<file path="config.mk">
export PLATFORM = sky130hd
export DESIGN_NAME = ktm_ctrl
export DESIGN_NICKNAME = d
export VERILOG_FILES = /design/src/design/ktm_pkg.sv /design/src/design/ktm_ctrl.sv
export SDC_FILE = /design/constraint.sdc
export NUM_CORES = 1
export LEC_CHECK = 0
export BUFFER_PORTS_ARGS = -buffer_cell sky130_fd_sc_hd__buf_2
export CAP_MARGIN = 20
export CORE_AREA = 2 2 165 167
export CTS_CLUSTER_DIAMETER = 150
export DETAILED_ROUTE_END_ITERATION = 6
export DIE_AREA = 0 0 167 169
export HOLD_SLACK_MARGIN = 0.02
export MAX_ROUTING_LAYER = met4
export SETUP_SLACK_MARGIN = 0.4
export SYNTH_ARGS = -nofsm -noshare
export SYNTH_HDL_FRONTEND = slang
export SYNTH_SLANG_ARGS = --single-unit
</file>
<file path="constraint.sdc">
create_clock -name aclk -period 3.3 [get_ports aclk]
set_input_delay 0.165 -clock aclk [delete_from_list [all_inputs] [get_ports aclk]]
set_output_delay 0.165 -clock aclk [all_outputs]
set_load 0.01 [all_outputs]
</file>
<file path="src/design/ktm_pkg.sv">
// ----------------------------------------------------------------------------
// ktm_pkg: shared types and constants of the keyword trie matcher
// Table sizes, field widths, function and status codes, and the record
// structs that pass between the sequencer, the node table and the output register.
// ----------------------------------------------------------------------------
package ktm_pkg;

    localparam int NODES    = 256;
    localparam int KEYWORDS = 64;
    localparam int POS_W    = 32;

    localparam int NODE_W = $clog2(NODES);
    localparam int CNT_W  = NODE_W + 1;
    localparam int WORD_W = 7;
    localparam int OUT_POS_W = 32;

    // input functions
    localparam logic [1:0] FN_KEY_BYTE  = 2'd0;
    localparam logic [1:0] FN_KEY_END   = 2'd1;
    localparam logic [1:0] FN_TEXT_BYTE = 2'd2;
    localparam logic [1:0] FN_TEXT_NEW  = 2'd3;

    // result status
    localparam logic [1:0] ST_OK        = 2'd0;
    localparam logic [1:0] ST_DUP       = 2'd1;
    localparam logic [1:0] ST_NODE_FULL = 2'd2;
    localparam logic [1:0] ST_WORD_FULL = 2'd3;

    typedef struct packed {
        logic              we_rec;
        logic              we_fb;
        logic              we_word;
        logic [NODE_W-1:0] addr;
        logic [7:0]        chr;
        logic [NODE_W-1:0] up;
        logic [7:0]        level;
        logic [NODE_W-1:0] fb;
        logic [WORD_W-1:0] word;
    } ram_wr_t;

    typedef struct packed {
        logic [7:0]        chr;
        logic [NODE_W-1:0] up;
        logic [7:0]        level;
        logic [NODE_W-1:0] fb;
        logic [WORD_W-1:0] word;
    } ram_rd_t;

    typedef struct packed {
        logic [1:0]           status;
        logic                 found;
        logic [WORD_W-1:0]    number;
        logic [OUT_POS_W-1:0] start;
    } res_t;

endpackage

</file>
<file path="src/design/ktm_ctrl.sv">
// ----------------------------------------------------------------------------
// ktm_ctrl: matcher sequencer
// Runs keyword insertion, failure-link rebuild and text scanning as steps
// around one shared child-search compare that walks the node table.
// ----------------------------------------------------------------------------
module ktm_ctrl
    import ktm_pkg::*;
(
    input  logic              aclk,
    input  logic              aresetn,
    input  logic              in_valid,
    input  logic [1:0]        in_func,
    input  logic [7:0]        in_char,
    output logic              in_ready,
    input  logic              out_free,
    output logic              done,
    output res_t              result,
    output logic              rd_en,
    output logic [NODE_W-1:0] rd_addr,
    input  ram_rd_t           rd,
    output ram_wr_t           wr
);

    localparam logic [3:0] S_IDLE   = 4'd0;
    localparam logic [3:0] S_K_LVL  = 4'd1;
    localparam logic [3:0] S_K_CHK  = 4'd2;
    localparam logic [3:0] S_E_WORD = 4'd3;
    localparam logic [3:0] S_SRCH   = 4'd4;
    localparam logic [3:0] S_T_RES  = 4'd5;
    localparam logic [3:0] S_T_FB   = 4'd6;
    localparam logic [3:0] S_T_OUT  = 4'd7;
    localparam logic [3:0] S_RB_I   = 4'd8;
    localparam logic [3:0] S_RB_REC = 4'd9;
    localparam logic [3:0] S_RB_FB  = 4'd10;
    localparam logic [3:0] S_RB_CHK = 4'd11;

    logic [3:0]        state_reg, state_next, ret_reg, ret_next;
    logic [7:0]        ch_reg, ch_next;
    logic [NODE_W-1:0] insert_reg, insert_next, scan_reg, scan_next;
    logic [NODE_W-1:0] cur_reg, cur_next, srch_p_reg, srch_p_next;
    logic [7:0]        srch_b_reg, srch_b_next;
    logic [NODE_W-1:0] idx_reg, idx_next, pidx_reg, pidx_next;
    logic              hit_reg, hit_next, pend_reg, pend_next;
    logic [CNT_W-1:0]  i_reg, i_next, nodes_reg, nodes_next;
    logic [WORD_W-1:0] words_reg, words_next;
    logic              bad_reg, bad_next;
    logic [POS_W-1:0]  text_reg, text_next;
    logic [7:0]        max_lvl_reg, max_lvl_next, lvl_reg, lvl_next;
    logic [7:0]        rb_lv_reg, rb_lv_next, rb_byte_reg, rb_byte_next;
    logic [CNT_W-1:0]  rb_i_reg, rb_i_next;

    logic              match;
    logic [NODE_W-1:0] new_node, scan_new;
    logic [7:0]        new_lvl;
    logic [POS_W-1:0]  start_full;

    assign in_ready   = (state_reg == S_IDLE) && out_free;
    assign match      = pend_reg && (rd.up == srch_p_reg) && (rd.chr == srch_b_reg);
    assign new_node   = nodes_reg[NODE_W-1:0];
    assign new_lvl    = lvl_reg + 8'd1;
    assign scan_new   = hit_reg ? idx_reg : '0;
    assign start_full = text_reg - POS_W'(rd.level) + POS_W'(1);

    always_comb begin
        state_next   = state_reg;
        ret_next     = ret_reg;
        ch_next      = ch_reg;
        insert_next  = insert_reg;
        scan_next    = scan_reg;
        cur_next     = cur_reg;
        srch_p_next  = srch_p_reg;
        srch_b_next  = srch_b_reg;
        idx_next     = idx_reg;
        pidx_next    = pidx_reg;
        hit_next     = hit_reg;
        pend_next    = pend_reg;
        i_next       = i_reg;
        nodes_next   = nodes_reg;
        words_next   = words_reg;
        bad_next     = bad_reg;
        text_next    = text_reg;
        max_lvl_next = max_lvl_reg;
        lvl_next     = lvl_reg;
        rb_lv_next   = rb_lv_reg;
        rb_byte_next = rb_byte_reg;
        rb_i_next    = rb_i_reg;
        done         = 1'b0;
        result       = '0;
        rd_en        = 1'b0;
        rd_addr      = '0;
        wr           = '0;

        unique case (state_reg)
            S_IDLE: begin
                if (in_valid && in_ready) begin
                    ch_next = in_char;
                    unique case (in_func)
                        FN_KEY_BYTE: begin
                            rd_en      = 1'b1;
                            rd_addr    = insert_reg;
                            state_next = S_K_LVL;
                        end
                        FN_KEY_END: begin
                            if (bad_reg) begin
                                done          = 1'b1;
                                result.status = ST_NODE_FULL;
                                insert_next   = '0;
                                bad_next      = 1'b0;
                            end else if (insert_reg == '0) begin
                                done = 1'b1;
                            end else begin
                                rd_en      = 1'b1;
                                rd_addr    = insert_reg;
                                state_next = S_E_WORD;
                            end
                        end
                        FN_TEXT_BYTE: begin
                            cur_next    = scan_reg;
                            srch_p_next = scan_reg;
                            srch_b_next = in_char;
                            ret_next    = S_T_RES;
                            i_next      = CNT_W'(1);
                            pend_next   = 1'b0;
                            state_next  = S_SRCH;
                        end
                        default: begin
                            scan_next = '0;
                            text_next = '0;
                            done      = 1'b1;
                        end
                    endcase
                end
            end
            // shared child search: one table entry read per cycle, each compared in the cycle after its read
            S_SRCH: begin
                if (match) begin
                    hit_next   = 1'b1;
                    idx_next   = pidx_reg;
                    state_next = ret_reg;
                end else if (i_reg >= nodes_reg) begin
                    hit_next   = 1'b0;
                    state_next = ret_reg;
                end else begin
                    rd_en     = 1'b1;
                    rd_addr   = i_reg[NODE_W-1:0];
                    pend_next = 1'b1;
                    pidx_next = i_reg[NODE_W-1:0];
                    i_next    = i_reg + CNT_W'(1);
                end
            end
            S_K_LVL: begin
                lvl_next    = rd.level;
                srch_p_next = insert_reg;
                srch_b_next = ch_reg;
                ret_next    = S_K_CHK;
                i_next      = CNT_W'(1);
                pend_next   = 1'b0;
                state_next  = S_SRCH;
            end
            S_K_CHK: begin
                done       = 1'b1;
                state_next = S_IDLE;
                if (hit_reg) begin
                    insert_next = idx_reg;
                end else if (nodes_reg < CNT_W'(NODES)) begin
                    wr.we_rec   = 1'b1;
                    wr.we_fb    = 1'b1;
                    wr.we_word  = 1'b1;
                    wr.addr     = new_node;
                    wr.chr      = ch_reg;
                    wr.up       = insert_reg;
                    wr.level    = new_lvl;
                    nodes_next  = nodes_reg + CNT_W'(1);
                    insert_next = new_node;
                    if (new_lvl > max_lvl_reg) begin
                        max_lvl_next = new_lvl;
                    end
                end else begin
                    bad_next      = 1'b1;
                    result.status = ST_NODE_FULL;
                end
            end
            S_E_WORD: begin
                insert_next = '0;
                if (rd.word != '0) begin
                    done          = 1'b1;
                    result.status = ST_DUP;
                    state_next    = S_IDLE;
                end else if (words_reg >= WORD_W'(KEYWORDS)) begin
                    done          = 1'b1;
                    result.status = ST_WORD_FULL;
                    state_next    = S_IDLE;
                end else begin
                    wr.we_word = 1'b1;
                    wr.addr    = insert_reg;
                    wr.word    = words_reg + WORD_W'(1);
                    words_next = words_reg + WORD_W'(1);
                    rb_lv_next = 8'd1;
                    rb_i_next  = CNT_W'(1);
                    state_next = S_RB_I;
                end
            end
            // rebuild: sweep the table once per depth, shallow first
            S_RB_I: begin
                if (rb_i_reg < nodes_reg) begin
                    rd_en      = 1'b1;
                    rd_addr    = rb_i_reg[NODE_W-1:0];
                    state_next = S_RB_REC;
                end else if (rb_lv_reg >= max_lvl_reg) begin
                    done       = 1'b1;
                    state_next = S_IDLE;
                end else begin
                    rb_lv_next = rb_lv_reg + 8'd1;
                    rb_i_next  = CNT_W'(1);
                end
            end
            S_RB_REC: begin
                if (rd.level != rb_lv_reg) begin
                    rb_i_next  = rb_i_reg + CNT_W'(1);
                    state_next = S_RB_I;
                end else if (rd.up == '0) begin
                    wr.we_fb   = 1'b1;
                    wr.addr    = rb_i_reg[NODE_W-1:0];
                    rb_i_next  = rb_i_reg + CNT_W'(1);
                    state_next = S_RB_I;
                end else begin
                    rb_byte_next = rd.chr;
                    rd_en        = 1'b1;
                    rd_addr      = rd.up;
                    state_next   = S_RB_FB;
                end
            end
            S_RB_FB: begin
                cur_next    = rd.fb;
                srch_p_next = rd.fb;
                srch_b_next = rb_byte_reg;
                ret_next    = S_RB_CHK;
                i_next      = CNT_W'(1);
                pend_next   = 1'b0;
                state_next  = S_SRCH;
            end
            S_RB_CHK: begin
                if (!hit_reg && cur_reg != '0) begin
                    rd_en      = 1'b1;
                    rd_addr    = cur_reg;
                    state_next = S_RB_FB;
                end else begin
                    wr.we_fb = 1'b1;
                    wr.addr  = rb_i_reg[NODE_W-1:0];
                    if (hit_reg && idx_reg != rb_i_reg[NODE_W-1:0]) begin
                        wr.fb = idx_reg;
                    end
                    rb_i_next  = rb_i_reg + CNT_W'(1);
                    state_next = S_RB_I;
                end
            end
            S_T_RES: begin
                if (!hit_reg && cur_reg != '0) begin
                    rd_en      = 1'b1;
                    rd_addr    = cur_reg;
                    state_next = S_T_FB;
                end else begin
                    scan_next  = scan_new;
                    rd_en      = 1'b1;
                    rd_addr    = scan_new;
                    state_next = S_T_OUT;
                end
            end
            S_T_FB: begin
                cur_next    = rd.fb;
                srch_p_next = rd.fb;
                srch_b_next = ch_reg;
                ret_next    = S_T_RES;
                i_next      = CNT_W'(1);
                pend_next   = 1'b0;
                state_next  = S_SRCH;
            end
            S_T_OUT: begin
                done       = 1'b1;
                state_next = S_IDLE;
                text_next  = text_reg + POS_W'(1);
                if (rd.word != '0) begin
                    result.found  = 1'b1;
                    result.number = rd.word;
                    result.start  = start_full[OUT_POS_W-1:0];
                end
            end
            default: begin
                state_next = S_IDLE;
            end
        endcase
    end

    always_ff @(posedge aclk) begin
        if (!aresetn) begin
            state_reg   <= S_IDLE;
            insert_reg  <= '0;
            scan_reg    <= '0;
            nodes_reg   <= CNT_W'(1);
            words_reg   <= '0;
            bad_reg     <= 1'b0;
            text_reg    <= '0;
            max_lvl_reg <= '0;
        end else begin
            state_reg   <= state_next;
            insert_reg  <= insert_next;
            scan_reg    <= scan_next;
            nodes_reg   <= nodes_next;
            words_reg   <= words_next;
            bad_reg     <= bad_next;
            text_reg    <= text_next;
            max_lvl_reg <= max_lvl_next;
        end
        ret_reg     <= ret_next;
        ch_reg      <= ch_next;
        cur_reg     <= cur_next;
        srch_p_reg  <= srch_p_next;
        srch_b_reg  <= srch_b_next;
        idx_reg     <= idx_next;
        pidx_reg    <= pidx_next;
        hit_reg     <= hit_next;
        pend_reg    <= pend_next;
        i_reg       <= i_next;
        lvl_reg     <= lvl_next;
        rb_lv_reg   <= rb_lv_next;
        rb_byte_reg <= rb_byte_next;
        rb_i_reg    <= rb_i_next;
    end

    a_nodes_range: assert property (@(posedge aclk) disable iff (!aresetn)
        (nodes_reg != '0) && (nodes_reg <= CNT_W'(NODES)))
        else $error("node count out of range");

    a_insert_in_table: assert property (@(posedge aclk) disable iff (!aresetn)
        CNT_W'(insert_reg) < nodes_reg)
        else $error("insert node beyond table fill");

    a_scan_in_table: assert property (@(posedge aclk) disable iff (!aresetn)
        CNT_W'(scan_reg) < nodes_reg)
        else $error("scan node beyond table fill");

    a_done_when_free: assert property (@(posedge aclk) disable iff (!aresetn)
        done |-> out_free)
        else $error("result produced while output register is occupied");

endmodule

</file>
==> impl_metrics.json <==
{
  "crit_path_end_kind": "output pin",
  "p_leak_nw": 6.471,
  "grt_start_max_net_pins": 31,
  "timing.critical_path.from": "text_reg[1]$_SDFFE_PN0P_",
  "maxSlewViolCount": 0,
  "hpwl_dp_um": 25870,
  "grt_antenna_before_repair": 1,
  "worstPathArrival_ns": 3.10,
  "detail_route.iter0.violations": 888,
  "global_route.overflow_total": 0,
  "io-pin-count": 156,
  "die-width_um": 167,
  "fin_worst_skew_ns": 0.01759,
  "grt_pass1_wl_um": 53900,
  "netlist_top_cells_area": "edfxtp_1 (24%), dfxtp_1 (13%), ha_1 (11%), nor2_1 (5.1%), xnor2_1 (5.0%)",
  "path_buf_inv": 4,
  "synth.avg_cell_area_um2": 8.950,
  "die-height_um": 169,
  "synth_top_flop_cell": "edfxtp_1",
  "yosysWarnings": 0,
  "holdWs_ns": 0.03627,
  "critPathRequiredTime_ns": 3.13,
  "critical_path.slowest_cell": "or4_4",
  "drtPass1Iterations": 7,
  "placeableCoreArea_um2": 26500,
  "synth_seq_cells": 173,
  "synth_cell_type_count": 78,
  "timing_worst_slew_pin_value_ns": 0.7688,
  "crit_path_cell_trace": "inv_2, ha_4, inv_4, ha_4, inv_2, fa_2, nor2b_4, o2111ai_4, a21oi_4, nor2_2, or4_4, and4_1, nor3_2, buf_2",
  "layout_commonest_cell": "nor2_1",
  "std_cell_rows": 60,
  "synthDominantCellAreaShare_pct": 24.48,
  "design_area_um2": 14850,
  "clkTransAtPathRegs_ns": 0.08,
  "first_global_vias": 10120,
  "relSlewSlack_pct": 48.64,
  "hold_class": "in2reg",
  "critical_path_peak_fanout": 3,
  "route.detailed.vias_per_inst": 5.600,
  "remaining_drc_errors": 3,
  "dr_total_vias": 10610,
  "pwr_density_cell_nw_per_um2": 331.6,
  "netlist_instances": 1316,
  "max-cap-violations": 0,
  "floorplan.die_area_um2": 28220,
  "final-setup-viol-count": 0,
  "synth.largest_area_cell": "edfxtp_1",
  "portBuffers": 155,
  "critical_path_max_stage_delay_ns": 0.42,
  "cts_tree": "built",
  "crit_path_time_final_ns": 3.269,
  "netlist_area_um2": 11780,
  "pre_cts_setup_slack_ns": 0.05900,
  "async_reset_ff_share_pct": 0,
  "clk-insertion-delay-late_ns": 0.44,
  "synth_edf_count": 96,
  "startpoint_type": "register",
  "critPathTopFamily": "simple AND/OR/NAND/NOR gates",
  "drive_gt1_share_pct": 24.94,
  "clk_sinks": 173,
  "drtAntennaViolNets": 0,
  "regToRegStartpoint": "lvl_reg[0]$_DFFE_PP_",
  "vdd_ir_drop_max_v": 0.0003247,
  "placed_area_um2": 13100,
  "routed_wirelength_um": 34330,
  "finalCoreUtilization_pct": 56.04,
  "maxClockFrequency_mhz": 305.9,
  "htreeDepth": 4,
  "most-common-layout-cells": "nor2_1 (158), buf_2 (154), nand2_1 (97), edfxtp_1 (96), inv_1 (85)",
  "final_nets": 1694,
  "instances_no_fill": 1894,
  "largest_register_ff_count": 32,
  "timing.final.hold_violations": 0,
  "min_period_over_period_pct": 99.05,
  "cts-buffers-inserted": 17,
  "status": "finished with violations",
  "nFillCells": 2429,
  "ff2ff_setup_slack_ns": 0.71,
  "dp_cells": 1801,
  "area_growth_syn_to_layout_pct": 26.09,
  "setup.worst_path.class": "reg2out",
  "wl_cell_um": 18.12,
  "hp-start": "rd[12]",
  "cts_buffer_depth": 2,
  "grt_util_all_layers_pct": 24.52,
  "timing.final.ws_setup_ns": 0.03120,
  "rsz0062_at_grt": "true",
  "gpl.final_weighted_congestion": 0.9206,
  "post-layout-total-power_mw": 4.924,
  "setup_tns_ns": 0,
  "post_synthesis_sequential_area_ratio_pct": 37.57,
  "net_count_after_synthesis": 1471,
  "violations": "DRC",
  "cts_root_buffer": "clkbuf_16",
  "floorplan.initialDensity_pct": 44.44
}
[per-layer routing]
metal	share of wire (%)	track usage, %	vias to the layer above
met1	43	31.24	5058
li1	-	-	5145
met5	0	-	-
met3	6.3	3.180	49
met4	1.9	6.409	0
met2	49	41.38	355
[path summary, 6_finish.rpt]
path / to / cells past startpoint
setup / recovery: result[21] / 14
hold / removal: srch_p_reg[5]$_DFFE_PP_ / 3
setup reg to reg: max_lvl_reg[1]$_SDFFE_PN0P_ / 10
hold reg to reg: idx_reg[6]$_DFFE_PP_ / 0
[worst reg2reg max path, cell delays in order (launching register included)]
cell and delay [ns]:
edfxtp_1 0.50, ha_1 0.40, ha_1 0.31, nor2b_1 0.13, o21a_1 0.17, o21a_1 0.16
o21ai_0 0.32, a221oi_4 0.12, buf_12 0.16, mux2i_1 0.14, nor2_1 0.05
[layout make-up]
class                           count  area [µm²]  share of cell area, %
Multi-Input combinational cell    991        7327                  49.34
Antenna cell                        1       2.502                0.01685
Inverter                           98       374.1                  2.519
Clock buffer                       18       429.2                  2.890
Clock inverter                     14       145.1                 0.9773
Tap cell                          341       426.7                  2.873
Sequential cell                   173        4458                  30.02
Timing Repair Buffer              258        1688                  11.37
[cells in the mapped netlist (12+ instances only)]
cell,number
xnor2_1,67
o21ai_0,34
clkbuf_1,45
and3_1,18
nand3_1,47
and2_1,42
a21oi_1,66
nor2b_1,18
nor3_1,32
nand2_1,100
xor2_1,50
nor2_1,161
ha_1,101
inv_1,93
nand4_1,27
edfxtp_1,96
a222oi_1,24
a21o_1,29
or3_1,12
nand2b_1,13
dfxtp_1,77
[kinds of logic after synthesis]
group | share of synthesized area [%]
AOI/OAI and AO/OA | 15.12
xor gates and xnor gates | 8.701
adders and majority gates | 10.90
buffers and inverters | 5.121
DFF | 37.57
muxes | 1.615
and+or+nand+nor | 20.98
[timing repair]
| item | CTS | global route |
|---|---|---|
| endpoints found under the hold margin | 31 | 0 |
| buffers inserted | 16 | 12 |
| hold buffers | 31 | 0 |
| gates resized for setup | 103 | 44 |
| setup endpoints to repair | 69 | 66 |
| pin swaps | 25 | 28 |
| gates cloned | 0 | 1 |
[power by group]
group | total (mW) | internal, mW | switching, mW
Clock | 1.99 | 1.01 | 0.980
Sequential | 2.40 | 2.35 | 0.0561
Combinational | 0.530 | 0.226 | 0.305
Total | 4.92 | 3.58 | 1.34
Power figures use the tool's default switching activity.
